### src/rtl/sha1md_pkg.sv
// shared constants, command and status types for the sha-1 digest unit
package sha1md_pkg;

   localparam logic [31:0] K0 = 32'h5A827999;
   localparam logic [31:0] K1 = 32'h6ED9EBA1;
   localparam logic [31:0] K2 = 32'h8F1BBCDC;
   localparam logic [31:0] K3 = 32'hCA62C1D6;

   localparam logic [31:0] H0_INIT = 32'h67452301;
   localparam logic [31:0] H1_INIT = 32'hEFCDAB89;
   localparam logic [31:0] H2_INIT = 32'h98BADCFE;
   localparam logic [31:0] H3_INIT = 32'h10325476;
   localparam logic [31:0] H4_INIT = 32'hC3D2E1F0;

   localparam logic [7:0] PAD_MARK = 8'h80;

   localparam int unsigned ROUNDS = 80;
   localparam logic [6:0] LAST_ROUND = 7'(ROUNDS - 1);
   localparam logic [5:0] LAST_POS = 6'd63;
   localparam logic [5:0] LEN_POS = 6'd56;

   typedef enum logic [4:0] {
      ST_IDLE   = 5'b00001,
      ST_ROUND  = 5'b00010,
      ST_UPDATE = 5'b00100,
      ST_PAD    = 5'b01000,
      ST_FINISH = 5'b10000
   } state_type;

   typedef struct packed {
      logic shift_byte;
      logic shift_pad;
      logic round_en;
      logic update;
      logic finish;
   } cmd_type;

   typedef struct packed {
      logic pos_last;
      logic pad_is_len;
      logic round_last;
      logic out_free;
   } status_type;

endpackage

### src/rtl/sha1md_ctrl.sv
// sequencing state machine for the sha-1 digest unit
module sha1md_ctrl
   import sha1md_pkg::*;
(
   input  logic       clock,
   input  logic       reset,
   input  logic       req_tvalid,
   output logic       req_tready,
   input  logic       req_tlast,
   input  logic       req_tuser,
   input  status_type status,
   output cmd_type    cmd
);

   state_type state_ff, state_in;
   logic after_pad_ff, after_pad_in;
   logic after_fin_ff, after_fin_in;
   logic accept;

   assign req_tready = (state_ff == ST_IDLE);
   assign accept = req_tvalid && req_tready;

   always_comb begin
      state_in = state_ff;
      after_pad_in = after_pad_ff;
      after_fin_in = after_fin_ff;
      cmd = '0;
      case (state_ff)
         ST_IDLE: begin
            if (accept) begin
               cmd.shift_byte = req_tuser;
               if (req_tuser && status.pos_last) begin
                  state_in = ST_ROUND;
                  after_pad_in = req_tlast;
                  after_fin_in = 1'b0;
               end else if (req_tlast) begin
                  state_in = ST_PAD;
               end
            end
         end
         ST_ROUND: begin
            cmd.round_en = 1'b1;
            if (status.round_last) begin
               state_in = ST_UPDATE;
            end
         end
         ST_UPDATE: begin
            cmd.update = 1'b1;
            if (after_fin_ff) begin
               state_in = ST_FINISH;
            end else if (after_pad_ff) begin
               state_in = ST_PAD;
            end else begin
               state_in = ST_IDLE;
            end
         end
         ST_PAD: begin
            cmd.shift_pad = 1'b1;
            if (status.pos_last) begin
               state_in = ST_ROUND;
               after_pad_in = !status.pad_is_len;
               after_fin_in = status.pad_is_len;
            end
         end
         ST_FINISH: begin
            if (status.out_free) begin
               cmd.finish = 1'b1;
               state_in = ST_IDLE;
            end
         end
         default: begin
            state_in = ST_IDLE;
         end
      endcase
   end

   always_ff @(posedge clock) begin
      if (reset) begin
         state_ff <= ST_IDLE;
         after_pad_ff <= 1'b0;
         after_fin_ff <= 1'b0;
      end else begin
         state_ff <= state_in;
         after_pad_ff <= after_pad_in;
         after_fin_ff <= after_fin_in;
      end
   end

endmodule

### src/rtl/sha1md_dp.sv
// block buffer, message schedule, round logic, chaining values and digest register
module sha1md_dp
   import sha1md_pkg::*;
(
   input  logic         clock,
   input  logic         reset,
   input  logic [7:0]   req_tdata,
   output logic         rsp_tvalid,
   input  logic         rsp_tready,
   output logic [159:0] rsp_tdata,
   input  cmd_type      cmd,
   output status_type   status
);

   logic [511:0] msg_ff, msg_in;
   logic [31:0]  a_ff, b_ff, c_ff, d_ff, e_ff;
   logic [31:0]  a_in, b_in, c_in, d_in, e_in;
   logic [31:0]  h0_ff, h1_ff, h2_ff, h3_ff, h4_ff;
   logic [31:0]  h0_in, h1_in, h2_in, h3_in, h4_in;
   logic [63:0]  bit_count_ff, bit_count_in;
   logic [5:0]   pos_ff, pos_in;
   logic [6:0]   rnd_ff, rnd_in;
   logic         mark_sent_ff, mark_sent_in;
   logic         two_block_ff, two_block_in;
   logic         rsp_valid_ff, rsp_valid_in;
   logic [159:0] digest_ff, digest_in;

   logic [31:0] w0, w2, w8, w13, sched_mix, sched_new;
   logic [31:0] f, k, tmp;
   logic [7:0]  pad_byte, len_byte;
   logic [2:0]  len_idx;
   logic [63:0] len_shift;
   logic        is_len;

   assign w0  = msg_ff[511:480];
   assign w2  = msg_ff[447:416];
   assign w8  = msg_ff[255:224];
   assign w13 = msg_ff[95:64];
   assign sched_mix = w13 ^ w8 ^ w2 ^ w0;
   assign sched_new = {sched_mix[30:0], sched_mix[31]};

   always_comb begin
      if (rnd_ff < 7'd20) begin
         f = (b_ff & c_ff) | (~b_ff & d_ff);
         k = K0;
      end else if (rnd_ff < 7'd40) begin
         f = b_ff ^ c_ff ^ d_ff;
         k = K1;
      end else if (rnd_ff < 7'd60) begin
         f = (b_ff & c_ff) | (b_ff & d_ff) | (c_ff & d_ff);
         k = K2;
      end else begin
         f = b_ff ^ c_ff ^ d_ff;
         k = K3;
      end
   end

   assign tmp = {a_ff[26:0], a_ff[31:27]} + f + e_ff + k + w0;

   // big-endian length, byte 56 carries the top bits
   assign len_idx = 3'd7 - pos_ff[2:0];
   assign len_shift = bit_count_ff >> {len_idx, 3'b000};
   assign len_byte = len_shift[7:0];
   assign is_len = mark_sent_ff && (pos_ff >= LEN_POS) && !two_block_ff;

   always_comb begin
      if (!mark_sent_ff) begin
         pad_byte = PAD_MARK;
      end else if (is_len) begin
         pad_byte = len_byte;
      end else begin
         pad_byte = 8'h00;
      end
   end

   assign status.pos_last = (pos_ff == LAST_POS);
   assign status.pad_is_len = is_len;
   assign status.round_last = (rnd_ff == LAST_ROUND);
   assign status.out_free = !rsp_valid_ff || rsp_tready;

   always_comb begin
      msg_in = msg_ff;
      pos_in = pos_ff;
      bit_count_in = bit_count_ff;
      mark_sent_in = mark_sent_ff;
      two_block_in = two_block_ff;
      if (cmd.shift_byte) begin
         msg_in = {msg_ff[503:0], req_tdata};
         pos_in = pos_ff + 6'd1;
         bit_count_in = bit_count_ff + 64'd8;
      end else if (cmd.shift_pad) begin
         msg_in = {msg_ff[503:0], pad_byte};
         pos_in = pos_ff + 6'd1;
         mark_sent_in = 1'b1;
         if (!mark_sent_ff && (pos_ff >= LEN_POS)) begin
            two_block_in = 1'b1;
         end
      end else if (cmd.round_en) begin
         msg_in = {msg_ff[479:0], sched_new};
      end
      if (cmd.update) begin
         two_block_in = 1'b0;
      end
      if (cmd.finish) begin
         pos_in = '0;
         bit_count_in = '0;
         mark_sent_in = 1'b0;
         two_block_in = 1'b0;
      end
   end

   // working variables follow the chain whenever no round runs
   always_comb begin
      if (cmd.round_en) begin
         a_in = tmp;
         b_in = a_ff;
         c_in = {b_ff[1:0], b_ff[31:2]};
         d_in = c_ff;
         e_in = d_ff;
         rnd_in = rnd_ff + 7'd1;
      end else begin
         a_in = h0_ff;
         b_in = h1_ff;
         c_in = h2_ff;
         d_in = h3_ff;
         e_in = h4_ff;
         rnd_in = '0;
      end
   end

   always_comb begin
      h0_in = h0_ff;
      h1_in = h1_ff;
      h2_in = h2_ff;
      h3_in = h3_ff;
      h4_in = h4_ff;
      digest_in = digest_ff;
      rsp_valid_in = rsp_valid_ff && !rsp_tready;
      if (cmd.update) begin
         h0_in = h0_ff + a_ff;
         h1_in = h1_ff + b_ff;
         h2_in = h2_ff + c_ff;
         h3_in = h3_ff + d_ff;
         h4_in = h4_ff + e_ff;
      end
      if (cmd.finish) begin
         digest_in = {h4_ff, h3_ff, h2_ff, h1_ff, h0_ff};
         rsp_valid_in = 1'b1;
         h0_in = H0_INIT;
         h1_in = H1_INIT;
         h2_in = H2_INIT;
         h3_in = H3_INIT;
         h4_in = H4_INIT;
      end
   end

   always_ff @(posedge clock) begin
      if (reset) begin
         h0_ff <= H0_INIT;
         h1_ff <= H1_INIT;
         h2_ff <= H2_INIT;
         h3_ff <= H3_INIT;
         h4_ff <= H4_INIT;
         bit_count_ff <= '0;
         pos_ff <= '0;
         rnd_ff <= '0;
         mark_sent_ff <= 1'b0;
         two_block_ff <= 1'b0;
         rsp_valid_ff <= 1'b0;
      end else begin
         h0_ff <= h0_in;
         h1_ff <= h1_in;
         h2_ff <= h2_in;
         h3_ff <= h3_in;
         h4_ff <= h4_in;
         bit_count_ff <= bit_count_in;
         pos_ff <= pos_in;
         rnd_ff <= rnd_in;
         mark_sent_ff <= mark_sent_in;
         two_block_ff <= two_block_in;
         rsp_valid_ff <= rsp_valid_in;
      end
   end

   always_ff @(posedge clock) begin
      msg_ff <= msg_in;
      a_ff <= a_in;
      b_ff <= b_in;
      c_ff <= c_in;
      d_ff <= d_in;
      e_ff <= e_in;
      digest_ff <= digest_in;
   end

   assign rsp_tvalid = rsp_valid_ff;
   assign rsp_tdata = digest_ff;

endmodule

### src/rtl/sha1_message_digest_unit.sv
// top level of the sha-1 digest unit: controller and datapath
// Takes one message byte per beat and returns the SHA-1 digest of each message after the beat
// marked with tlast. Each 64th byte of a message starts the 80 rounds of the compression and
// the chaining update, during which req_tready is low. The end of a message adds the padding
// bytes (up to 64, or up to 72 when the length spills into a second block), the rounds and
// chaining update for each padded block, and the load of the digest register.
// The digest sits in an output register, so the next message is accepted while it waits;
// only a second digest finishing before the first is taken stalls the unit.
module sha1_message_digest_unit
   import sha1md_pkg::*;
(
   input  logic         clock,
   input  logic         reset,
   input  logic         req_tvalid,
   output logic         req_tready,
   input  logic [7:0]   req_tdata,  // message_byte
   input  logic         req_tuser,  // byte_present
   input  logic         req_tlast,  // end_of_message
   output logic         rsp_tvalid,
   input  logic         rsp_tready,
   output logic [159:0] rsp_tdata   // digest_h0, digest_h1, digest_h2, digest_h3, digest_h4
);

   cmd_type    cmd;
   status_type status;

   sha1md_ctrl u_ctrl (
      .clock      (clock),
      .reset      (reset),
      .req_tvalid (req_tvalid),
      .req_tready (req_tready),
      .req_tlast  (req_tlast),
      .req_tuser  (req_tuser),
      .status     (status),
      .cmd        (cmd)
   );

   sha1md_dp u_dp (
      .clock      (clock),
      .reset      (reset),
      .req_tdata  (req_tdata),
      .rsp_tvalid (rsp_tvalid),
      .rsp_tready (rsp_tready),
      .rsp_tdata  (rsp_tdata),
      .cmd        (cmd),
      .status     (status)
   );

endmodule

### config.mk
export PLATFORM = sky130hd
export DESIGN_NAME = sha1_message_digest_unit
export DESIGN_NICKNAME = d
export VERILOG_FILES = /design/src/rtl/sha1md_pkg.sv /design/src/rtl/sha1md_ctrl.sv /design/src/rtl/sha1md_dp.sv /design/src/rtl/sha1_message_digest_unit.sv
export SDC_FILE = /design/constraint.sdc
export NUM_CORES = 2
export LEC_CHECK = 0
export ABC_AREA = 1
export BUFFER_PORTS_ARGS = -buffer_cell sky130_fd_sc_hd__buf_2
export CAP_MARGIN = 20
export CORE_MARGIN = 2
export CORE_UTILIZATION = 38
export CTS_BUF_LIST = sky130_fd_sc_hd__clkbuf_16
export DETAILED_ROUTE_END_ITERATION = 10
export GPL_TIMING_DRIVEN = 0
export PLACE_DENSITY_LB_ADDON = 0.08
export SYNTH_ARGS = -nofsm -noshare
export SYNTH_HDL_FRONTEND = slang
export SYNTH_SLANG_ARGS = --single-unit
### constraint.sdc
create_clock -name clock -period 21.8 [get_ports clock]
set_input_delay 4.36 -clock clock [delete_from_list [all_inputs] [get_ports clock]]
set_output_delay 4.36 -clock clock [all_outputs]
set_load 0.01 [all_outputs]
# Word-level counts from Yosys, hierarchy flattened
# Index checks and enable logic that the tools add are counted.
dict set report totals {
  reg_bits 1079
  inputBits 14
  output_inout_bits 162
  word_cells 132
}
dict set report op_classes {
  add_sub_neg 13
  magnitude_cmp 4
  n_eq_ne 13
  n_shift 1
  n_mux 43
  bitwise 15
  reduce_logical 22
}
# operator count
set op_table {}
lappend op_table {{512-bit two-way mux} 3}
lappend op_table {{32-bit two-way mux} 10}
lappend op_table {{32-bit adder} 9}
lappend op_table {{32-bit bitwise XOR} 5}
lappend op_table {{32-bit bitwise AND} 4}
lappend op_table {{32-bit OR} 3}
lappend op_table {{64-bit by 4-bit adder with 64-bit output, second input constant} 1}
lappend op_table {{64-bit by 6-bit right shift with 8-bit output} 1}
lappend op_table {{5-bit two-way mux} 7}
lappend op_table {{32-bit inverter} 1}
lappend op_table {{31-bit two-way mux} 1}
lappend op_table {{5-bit one-hot mux with 5 select lines} 1}
lappend op_table {{8-bit two-way mux} 2}
lappend op_table {{7-bit by 6-bit less-than comparator with 1-bit output, second input constant} 2}
lappend op_table {{1-bit two-way mux} 14}
lappend op_table {{6-bit two-way mux} 2}
lappend op_table {{2-bit != test, second input constant} 4}
lappend op_table {{7-bit by 1-bit adder with 7-bit output, second input constant} 1}
lappend op_table {{7-bit equality test, second input constant} 1}
lappend op_table {{7-bit by 5-bit less-than comparator with 1-bit output, second input constant} 1}
lappend op_table {{6-bit by 1-bit adder with 6-bit output, second input constant} 1}
lappend op_table {{6-bit equality test, second input constant} 1}
lappend op_table {{6-bit >= comparator, second input constant} 1}
lappend op_table {{1-bit logical AND} 6}
lappend op_table {{21 further kinds} 29}

# Longest topological paths before layout
dict set report logic_depth {
  word_depth 11
  mapped_depth 27
  depth_no_buf 26
}

# Cells and area by module
# A second synthesis with hierarchy kept.
dict set report unflattened {
  cells_unflattened 7038
  area_unflattened_um2 58351.0
}
# module instances cells_each area_each_um2 seq_area_each_um2
set modules_own_cells {}
lappend modules_own_cells {sha1md_dp 1 6955 57848.0 28127.0}
lappend modules_own_cells {sha1md_ctrl 1 83 503.0 140.1}

# Worst setup path after synthesis
# No wires, ideal clock.
dict set report synth_path {
  path_kind {in2reg}
  startpoint {input port req_tvalid}
  endpoint {register u_dp.msg_ff[0], enable pin}
  setup_ns 3.664
  arrival_ns 13.151
  required_time_ns 18.136
  path_slack_ns 4.985
  cell_stages 6
  path_buffers 2
  cell_sequence {nand3_4 nand2_2 inv_2 buf_2 buf_2 nand2_1}
}
dict set report synth_between {
  elab_chain_cells 4
}
# element line_no
set synth_lines {}
lappend synth_lines {{from (decl)} sha1_message_digest_unit.sv:14} ;# input logic req_tvalid,
lappend synth_lines {{1-bit logical AND} sha1md_ctrl.sv:21} ;# assign accept = req_tvalid && req_tready;
lappend synth_lines {{1-bit two-way mux} sha1md_ctrl.sv:30} ;# if (accept) begin
lappend synth_lines {{1-bit two-way mux} sha1md_ctrl.sv:28} ;# case (state_ff)
lappend synth_lines {{3-bit nonzero test (no source line)} --}
lappend synth_lines {{to (signal assigned)} sha1md_dp.sv:186} ;# msg_ff <= msg_in;
lappend synth_lines {{to (decl)} sha1md_dp.sv:15} ;# logic [511:0] msg_ff, msg_in;
# No other way between the ends.
# A chain may end at the register's enable or synchronous reset.

# Worst setup path in the final report
dict set report layout_path {
  startpoint {register u_dp.rnd_ff[4]}
  endpoint {register u_dp.a_ff[21]}
}
dict set report layout_between {
  elab_chain_cells 9
  word_cells_on_any_way 14
  classes_between {add/sub: 4; order compare: 3; mux: 7}
}
# element line_no
set layout_lines {}
lappend layout_lines {{from (decl)} sha1md_dp.sv:22} ;# logic [6:0] rnd_ff, rnd_in;
lappend layout_lines {{from (signal assigned)} sha1md_dp.sv:178} ;# rnd_ff <= rnd_in;
lappend layout_lines {{7-bit by 6-bit less-than comparator with 1-bit output} sha1md_dp.sv:49} ;# end else if (rnd_ff < 7'd60) begin
lappend layout_lines {{32-bit two-way mux} sha1md_dp.sv:49}
lappend layout_lines {{32-bit two-way mux} sha1md_dp.sv:46} ;# end else if (rnd_ff < 7'd40) begin
lappend layout_lines {{32-bit two-way mux} sha1md_dp.sv:43} ;# if (rnd_ff < 7'd20) begin
lappend layout_lines {{32-bit adder (2 in series)} sha1md_dp.sv:58} ;# assign tmp = {a_ff[26:0], a_ff[31:27]} + f + e_ff + k + w0;
lappend layout_lines {{32-bit adder (*) (2 in series)} sha1md_dp.sv:58}
lappend layout_lines {{32-bit two-way mux (*)} sha1md_dp.sv:114} ;# if (cmd.round_en) begin
lappend layout_lines {{via u_dp.a_in[21]} sha1md_dp.sv:17} ;# logic [31:0] a_in, b_in, c_in, d_in, e_in;
lappend layout_lines {{to (signal assigned)} sha1md_dp.sv:187} ;# a_ff <= a_in;
lappend layout_lines {{to (decl)} sha1md_dp.sv:16} ;# logic [31:0] a_ff, b_ff, c_ff, d_ff, e_ff;
# Mark *: on every way through the listed nets, which the timed path passes. The rest lies on a longest branch.

==> flow_summary_export.csv <==
group,metric,value,unit
routing,drc,0,
cts,cts_num_sinks,1076,
finish,fillers,16000,
routing,vias_per_cell,5.22,
finish,final_common_cell,"nand2_1",
power,p_leak,29.3,nW
critical_path,crit_fanout,11,
logic_synthesis,syn_nets,7770,
logic_synthesis,synth-compound-area-share,0.0867,
sta,relSlewSlack,0.211,
critical_path,cp_cell_sequence,"o21ai_0, nand2_1, nand2_1, clkbuf_1, o221ai_1, fa_1, inv_1, fa_1, inv_1, fa_1, inv_1, ha_1, nand2_1, nor2_1, inv_1, nor2_1, nand3_1, nand3_1, nand2_1, nand3_1, o21ai_0",
power,peakVddDrop,78.6,uV
cts,htree_levels,4,
floorplanning,die_w,401,microns
grt,grt_pass1_vias,50600,
min_path,timing.hold.worst.class,"flop to flop",
routing,drt_wl_total,248000,microns
critical_path,cp-start-kind,"flop",
finish,drive_above_1_share,0.0734,
cts,clk_pin_slew_worst_paths,0.06,ns
logic_synthesis,synth_area,0.0598,sq mm
logic_synthesis,synthSimpleGateAreaFrac,0.256,
finish,largest_reg_flops,512,
floorplanning,core-area,0.156,sq mm
floorplanning,rows,145,
run_status,run_status,"finished, final reports clean",
logic_synthesis,synth_top_family_by_area,"simple AND/OR/NAND/NOR gates",
logic_synthesis,yosysUniqueCellTypes,50,
finish,multi_input_area,0.0273,sq mm
grt,grt_overflow,0,
sta,setup_viol,0,
logic_synthesis,ys_warn_count,0,
critical_path,critPathTopFamily,"simple AND/OR/NAND/NOR gates",
logic_synthesis,synth_fa_ha_area_frac,0.0882,
logic_synthesis,synth_xor_xnor_area_share,0.0264,
sta,rsz0062_at_grt,"no",
grt,grt_max_degree,69,
cts,cts_made_buffers,130,
grt,antenna_found_initial,10,
placement,dp_hpwl,199000,microns
floorplanning,ios,176,
critical_path,cp_slowest_cell,"clkbuf_1",
cts,post_cts_buffers,0,
finish,syn2layout_area_growth,13.6,%
routing,avgRoutedWirePerCell,25.0,microns
floorplanning,die-area,0.160,sq mm
cts,clkLatencyLatePin,0.79,ns
finish,post-route-util,0.435,
logic_synthesis,synthMuxAreaShare,0,
floorplanning,start_util,0.383,
finish,top_register,"u_dp.msg_ff",
cts,cts_root_buffer,"clkbuf_16",
floorplanning,dieHeight,401,microns
critical_path,cp_num_buf_inv,5,
logic_synthesis,synth_edf_count,672,
cts,cts_max_path_buffers,3,
routing,ant_nets,0,
logic_synthesis,syn_inst,7409,
cts,postCtsHoldBufs,0,
cts,cts_tree,"done",
grt,grt_pass1_wl,352000,microns
logic_synthesis,synth_top_area_cell,"edfxtp_1",
critical_path,path_class,"flop to flop",
critical_path,endpoint_kind,"flop",
sta,hold_viol,0,
run,cap_violations,0,
placement,io_buffers,175,
sta,worst_pin_slew,1.18,ns
logic_synthesis,synth-async-reset-ratio,0,
logic_synthesis,ys_seq_elements,1076,
cts,postCtsResizedCells,0,
sta,timing.hold.ws,0.454,ns
sta,final.setup_skew,0.0444,ns
critical_path,max_stage_delay,0.79,ns
placement,place_congestion,0.988,
logic_synthesis,yosysSeqAreaShare,0.473,
finish,final_cell_mix,"nand2_1, inv_1, edfxtp_1",
sta,slew_viol_final,0,
finish,regArea,0.0283,sq mm
routing,first_pass_iters,6,
logic_synthesis,synth_ff_type,"edfxtp_1",
logic_synthesis,netlist.area_leader.share,0.338,
finish,nNetsFinal,8098,
routing,drtIter0Drc,4323,
logic_synthesis,syn_area_per_cell,8.07,sq um
grt,grt_use_total,0.303,
sta,max_freq,135,MHz
critical_path,required,22.41,ns
logic_synthesis,synthTopCellsByArea,"edfxtp_1, nand2_1, dfxtp_1, inv_1, ha_1",
routing,vias,51700,
critical_path,cp.arrival,7.99,ns
power,power_density,81.1,mW/mm^2
sta,period_share,0.339,
sta,fin_crit,7.38,ns
sta,setup_tns,0,ns
cell type report:
class,instances,area share
plain buffers,227,0.0169
flip-flops and latches,1076,0.416
repair buffers,196,0.0196
inverters,810,0.0448
multi-input cells,5296,0.402
well taps,2058,0.0379
diodes,2,0.0000737
clock inverters,107,0.0132
clock buffers,133,0.0490
kinds of logic (layout without fill, tap and decap cells):
group / Yosys count / after routing
AO/OA/AOI/OAI: 977 / 977
XOR/XNOR: 180 / 180
adder cells (fa/ha/maj): 347 / 347
buffers and inverters: 1037 / 1473
flip-flops: 1076 / 1076
other: 0 / 2
AND/OR/NAND/NOR: 3792 / 3792
worst reg2reg max path, stage by stage, from the launching register on:
cell and delay, ns:
dfxtp_1 0.34, o21ai_0 0.67, nand2_1 0.63, nand2_1 0.64
clkbuf_1 0.80, o221ai_1 0.48, fa_1 0.66, inv_1 0.06
fa_1 0.54, inv_1 0.06, fa_1 0.55, inv_1 0.05
ha_1 0.39, nand2_1 0.15, nor2_1 0.16, inv_1 0.09
nor2_1 0.30, nand3_1 0.16, nand3_1 0.13, nand2_1 0.06
nand3_1 0.20, o21ai_0 0.12
Yosys cell counts, drive strengths merged (16+ instances only):
master  count
buf       146
a21o       18
nand2    2722
fa        124
edfxtp    672
xnor2     120
inv       807
xor2       60
o22ai      31
o211ai     16
nand4      74
nor3       90
o21ai     416
o21bai     26
ha        223
a21oi     428
or2        30
clkbuf     81
nor2      500
nand3     332
dfxtp     404
per-layer routing:
layer	share of wire	global-route usage	routed length [microns]
met4	0.054	0.147	13500
met2	0.49	0.521	121000
met3	0.047	0.0362	11700
met1	0.41	0.375	102000
met5	0.00019	0	48
stage by stage:
| stage | power, W | std cells | area (sq um) | worst slack, ns |
|---|---|---|---|---|
| floorplan | 0.00313 | 7409 | 59800 | 4.98 |
| global placement | 0.00350 | 9642 | 63200 | -1.90 |
| detailed placement | 0.00339 | 9662 | 63700 | 14.59 |
| CTS | 0.00555 | 9902 | 67900 | 14.58 |
| global route | 0.00573 | 9903 | 67900 | 14.24 |
| finish | 0.00551 | 9905 | 67900 | 14.42 |
report_power, final:
group,internal [W],switching [W]
registers,0.00241,0.000133
logic,0.000252,0.000565
clock network,0.00119,0.000965
total,0.00385,0.00166
final timing paths:
| path | from | endpoint | slack (ns) | depth (start not counted) |
|---|---|---|---|---|
| worst max-delay path | u_dp.rnd_ff[4]$_SDFF_PP0_ | u_dp.a_ff[21]$_DFF_P_ | 14.42 | 21 |
| worst min-delay path | u_dp.pos_ff[5]$_SDFFE_PP0P_ | u_dp.pos_ff[5]$_SDFFE_PP0P_ | 0.45 | 1 |
| worst max register to register | u_dp.rnd_ff[4]$_SDFF_PP0_ | u_dp.a_ff[21]$_DFF_P_ | 14.42 | 21 |
| worst min register to register | u_dp.pos_ff[5]$_SDFFE_PP0P_ | u_dp.pos_ff[5]$_SDFFE_PP0P_ | 0.45 | 1 |
(Power assumes the default switching activity.)
